==> config.mk <==
export PLATFORM = sky130hd
export DESIGN_NAME = q2rm_div
export DESIGN_NICKNAME = d
export VERILOG_FILES = /design/src/rtl/core/quaternion_to_rotation_matrix_macros.svh /design/src/rtl/core/q2rm_pkg.sv /design/src/rtl/core/q2rm_div.sv
export SDC_FILE = /design/constraint.sdc
export NUM_CORES = 2
export LEC_CHECK = 0
export ABC_AREA = 1
export BUFFER_PORTS_ARGS = -buffer_cell sky130_fd_sc_hd__buf_2
export CAP_MARGIN = 20
export CORE_ASPECT_RATIO = 0.8
export CORE_UTILIZATION = 24
export CTS_BUF_LIST = sky130_fd_sc_hd__clkbuf_2 sky130_fd_sc_hd__clkbuf_4 sky130_fd_sc_hd__clkbuf_8
export DETAILED_ROUTE_END_ITERATION = 8
export PLACE_DENSITY_LB_ADDON = 0.2
export SYNTH_ARGS = -nofsm -noshare
export SYNTH_HDL_FRONTEND = slang
export SYNTH_SLANG_ARGS = --single-unit
==> constraint.sdc <==
create_clock -name i_clk -period 3 [get_ports i_clk]
set_clock_uncertainty 0.1 [all_clocks]
set_input_delay 0.15 -clock i_clk [delete_from_list [all_inputs] [get_ports i_clk]]
set_output_delay 0.15 -clock i_clk [all_outputs]
set_load 0.01 [all_outputs]
==> src/rtl/core/quaternion_to_rotation_matrix_macros.svh <==
// Assertion macros for the quaternion to rotation matrix block
`ifndef QUATERNION_TO_ROTATION_MATRIX_MACROS_SVH
`define QUATERNION_TO_ROTATION_MATRIX_MACROS_SVH

// same-cycle implication
`define Q2RM_ASSERT_NOW(lbl, clk, rst_n, ante, cons) \
    lbl: assert property (@(posedge clk) disable iff (!rst_n) (ante) |-> (cons)) \
        else $error("q2rm assertion failed");

// next-cycle implication
`define Q2RM_ASSERT_NEXT(lbl, clk, rst_n, ante, cons) \
    lbl: assert property (@(posedge clk) disable iff (!rst_n) (ante) |=> (cons)) \
        else $error("q2rm assertion failed");

`endif

==> src/rtl/core/q2rm_pkg.sv <==
// Shared types and constants for the quaternion to rotation matrix block
`timescale 1ns / 1ps
package q2rm_pkg;
    localparam int IN_W    = 16;
    localparam int OUT_W   = 16;
    localparam int PROD_W  = 32;
    localparam int N2_W    = 33;
    localparam int NUM_W   = 35;
    localparam int N_ENT   = 9;

    typedef logic signed [IN_W-1:0]   t_qin;
    typedef logic signed [OUT_W-1:0]  t_ent;
    typedef logic signed [PROD_W-1:0] t_prod;
    typedef logic        [N2_W-1:0]   t_mag;
    typedef logic signed [NUM_W-1:0]  t_num;
endpackage

==> src/rtl/core/q2rm_div.sv <==
// Pipelined restoring divider, one quotient bit per stage, with rounding
`timescale 1ns / 1ps
module q2rm_div #(
    parameter int FRAC_BITS = 14
) (
    input  logic                i_clk,
    input  logic                i_en,
    input  q2rm_pkg::t_mag      i_mag,
    input  q2rm_pkg::t_mag      i_den,
    input  logic                i_neg,
    output q2rm_pkg::t_ent      o_val
);
    localparam int QW   = FRAC_BITS + 2;
    localparam int N2_W = q2rm_pkg::N2_W;

    logic [N2_W-1:0] r_rem [QW];
    logic [N2_W-1:0] r_den [QW];
    logic [QW-1:0]   r_q   [QW];
    logic            r_neg [QW];

    genvar s;
    generate
        for (s = 0; s < QW; s++) begin : g_stage
            logic [N2_W:0]   w_t;
            logic            w_b;
            logic [N2_W:0]   w_d;
            logic [QW-1:0]   w_qprev;
            logic [N2_W-1:0] w_den;
            logic            w_neg;
            if (s == 0) begin : g_first
                assign w_t     = {1'b0, i_mag};
                assign w_qprev = '0;
                assign w_den   = i_den;
                assign w_neg   = i_neg;
            end else begin : g_rest
                assign w_t     = {r_rem[s-1], 1'b0};
                assign w_qprev = r_q[s-1];
                assign w_den   = r_den[s-1];
                assign w_neg   = r_neg[s-1];
            end
            assign w_b = (w_t >= {1'b0, w_den});
            assign w_d = w_b ? (w_t - {1'b0, w_den}) : w_t;
            always_ff @(posedge i_clk) begin
                if (i_en) begin
                    r_rem[s] <= w_d[N2_W-1:0];
                    r_den[s] <= w_den;
                    r_q[s]   <= {w_qprev[QW-2:0], w_b};
                    r_neg[s] <= w_neg;
                end
            end
        end
    endgenerate

    logic [QW:0]   w_sum;
    logic [31:0]   w_qr;
    logic [16:0]   w_qc;
    logic [16:0]   w_neg_v;
    q2rm_pkg::t_ent n_val;
    q2rm_pkg::t_ent r_val;

    always_comb begin
        w_sum   = {1'b0, r_q[QW-1]} + (QW+1)'(1);
        w_qr    = 32'(w_sum[QW:1]);
        w_qc    = (w_qr > 32'd32768) ? 17'd32768 : w_qr[16:0];
        w_neg_v = -w_qc;
        if (r_neg[QW-1]) begin
            n_val = w_neg_v[15:0];
        end else if (w_qc > 17'd32767) begin
            n_val = 16'sd32767;
        end else begin
            n_val = w_qc[15:0];
        end
    end

    always_ff @(posedge i_clk) begin
        if (i_en) begin
            r_val <= n_val;
        end
    end

    assign o_val = r_val;
endmodule

==> metrics.txt <==
DR iter-0 viols=3,043; Die Ht=490 µm; Tcrit/Tclk final=99.3%; Final nets=around 10,000; Seq/Total Area, Yosys=about 50%; Layout Cells excl Fill=13,524; clk sinks=1,158; DR WL/cell=around 18 µm; DRT Pass-1 Iters=7; post-synthesis cell count=roughly 8,000; WP data arrival=3610 ps; Layout Utilization=31.6%; CTS tree=built; Main synth FF type=edfxtp_1; placed cell count=roughly 13,000; Peak supply drop=around 0.40 mV; TritonCTS Buffers=approximately 220; Routed Antenna Nets=0; IO Count=85; synth top area cells=edfxtp_1 (49%), nand2_1 (10%), ha_1 (9.3%), inv_1 (5.8%), a21oi_1 (3.8%); clock-pin slew on the worst setup and hold paths=60 ps; post-synth cell types=56; r2r startpoint=r_q[1][112]; unrepaired setup endpoints after global routing=true; Post-Synth Simple-Gate Area=17.7%; largest net degree at the start of global routing=98; HP Class=primary input to flip-flop; leakage=around 41 nW; Core ar.=a little under 0.3 mm²; critical path data required time=between 3000 and 4000 ps; Netlist Area Pre-Place=between 0.07 and 0.08 mm²; Avg Cell Area, Syn=9.03 µm²; Max transition margin=a little under half; Power Total=a little under 100 mW; DP HPWL=201 mm; Rows=between 150 and 200; f_max=around 340 MHz; Final Max Slew Viols=0; flops & latches, synth=1,158; CTS max path bufs=4; Die ar.=0.299 mm²; proportion of layout cells with a drive suffix above 1=between 20% and 30%; H-Tree Depth=4; post-route minimum period=a little under 3000 ps; Finish-stage setup viols=0; Total Routed Length=250 mm; Syn. warnings=0; first-pass GRT wire length=364 mm; Setup crit start kind=flip-flop; worst-path fanout max=6; GR Overflow Total=0; max cap viols=0; Die X=around 600 µm; Syn-to-layout area delta=30.8%; Power Density=~1000 mW/mm²; Post-synth EDFFs=1,158; run status=finished, final reports clean; Placer Congestion=0.897; worst-skew pair later-pin latency=1010 ps; Synth area leader=edfxtp_1; final worst slack=22.2 ps; Syn Nets=between 8,000 and 9,000; Vias/cell=4.38; Root Driver=clkbuf_8; DRC=0; Final Hold Viols=0; total number of vias=a little under 60,000; XOR/XNOR Fraction of Synth Area=5.39%; antenna violations before repair=7; CP startpoint=r_q[1][112]; overall routing resource usage=16.0%; worst slew pin tran=around 810 ps; min-delay src=i_mag[23]; Synth Area in Compound Gates=a little under an eighth; largest family of logic cells by synthesized area=simple AND/OR/NAND/NOR gates; post-synthesis mux area share=0%; Crit Path Category=flip-flop to flip-flop; asr flop ratio synth=0%; post-synth top area share=slightly below 50%; Adder-Cell Fraction of Synth Area=9.72%; PortBufs=84; crit end category=flip-flop; vias in the first global route=about 61,000; effective utilization at floorplan=around a quarter; pre-CTS setup slack=-209 ps
-- worst paths after layout --
kind	endpoint	slack [ps]	depth (start not counted)
worst max-delay path	o_val[11]	20	21
worst min-delay path	r_rem[0][23]	140	4
worst max register to register	o_val[11]	20	21
worst min register to register	r_neg[0][1]	230	0
-- power breakdown --
| group | internal, mW | total, mW | switching [mW] |
|---|---|---|---|
| Combinational | 22.7 | 52.8 | 30.2 |
| Sequential | 24.1 | 27.5 | 3.41 |
| Clock | 9.26 | 16.4 | 7.16 |
-- logic make-up after synthesis --
kind of cell | after synthesis
buffers and inverters | 1222
and+or+nand+nor | 3098
adders and majority gates | 545
AOI/OAI and AO/OA | 1437
xor gates and xnor gates | 439
DFF | 1158
-- cells in the final DEF, fill, tap and decap left out, types with 253 or more instances in the layout --
cell / instances
a21oi_1: 514
buf_4: 1042
edfxtp_1: 1158
ha_1: 477
inv_1: 1086
nand2_1: 1848
nand3_1: 281
nor2_1: 637
o21ai_0: 403
xor2_1: 253
-- through the flow --
step / cell area (µm²) / TNS, ps / hold slack, ps
floorplan: 71400 / 0 / 149
global placement: 84200 / -12660 / 236
detailed placement: 84300 / -9980 / 250
CTS: 90400 / 0 / 0.888
global route: 93300 / -4760 / 89.3
finish: 93300 / 0 / 140
-- Yosys cell counts (8+ instances only) --
| cell type | count |
|---|---|
| nor2_1 | 659 |
| nand3_1 | 286 |
| nor2_2 | 9 |
| buf_6 | 29 |
| fa_1 | 15 |
| buf_2 | 26 |
| nand2_2 | 26 |
| nand4_1 | 54 |
| xor2_1 | 253 |
| nand3b_1 | 16 |
| o21ai_1 | 44 |
| edfxtp_1 | 1158 |
| nor4_1 | 40 |
| nand3_2 | 8 |
| a21oi_1 | 543 |
| o21bai_1 | 58 |
| a211oi_1 | 18 |
| buf_4 | 25 |
| o21ai_0 | 451 |
| a21oi_2 | 10 |
| clkbuf_1 | 22 |
| o21ai_2 | 45 |
| inv_1 | 1111 |
| nor3_1 | 81 |
| a221oi_1 | 31 |
| a21o_1 | 74 |
| nand2_1 | 1898 |
| xnor2_1 | 186 |
| a31oi_1 | 88 |
| ha_1 | 530 |
| o21a_1 | 13 |
| o211ai_1 | 30 |
-- final cells by class --
class	count	area [µm²]
Antenna cell	8	20.0
Sequential cell	1158	34800
Inverter	1119	4220
Multi-Input combinational cell	5519	33100
Clock inverter	99	971
Fill cell	31027	202000
Clock buffer	280	3480
Tap cell	3960	4950
Timing Repair Buffer	1381	11800
-- sequential cells by signal, summed over array words and instances (netlist names) --
register	flops
r_den	495
r_rem	495
o_val	16
r_neg	16
r_q	136
-- metal layers --
| metal | share of wire, % | track usage (%) | vias to the layer above |
|---|---|---|---|
| met5 | 0 | 0 | - |
| met2 | 51 | 29.6 | 1106 |
| met4 | 4.2 | 6.53 | 0 |
| met1 | 42 | 18.6 | 27786 |
| li1 | - | - | 29837 |
| met3 | 2.9 | 1.86 | 441 |
-- repair_timing --
action,CTS,global route
cloned,1,25
hold buffers,145,0
endpoints found under the hold margin,825,0
pin swaps,15,94
setup buffers,12,115
setup endpoints to repair,151,445
resized for setup,35,346
-- critical path, cell delays in order (launching register included) --
cell and delay, ps:
edfxtp_1 450, ha_4 210, buf_6 120, xnor2_2 150, nand2_1 80, nor2_2 140, nand3_2 110, o21bai_4 160
nand2_2 70, inv_2 70, ha_4 130, inv_2 30, nor2_2 60, nand4_1 80, nor2_1 90, nand3_1 80
nor2_1 120, nand4_1 130, nand2_2 160, nand2_1 70, nand3_1 70, nand2_1 60
Note: power is estimated with default switching activity, not from simulation.
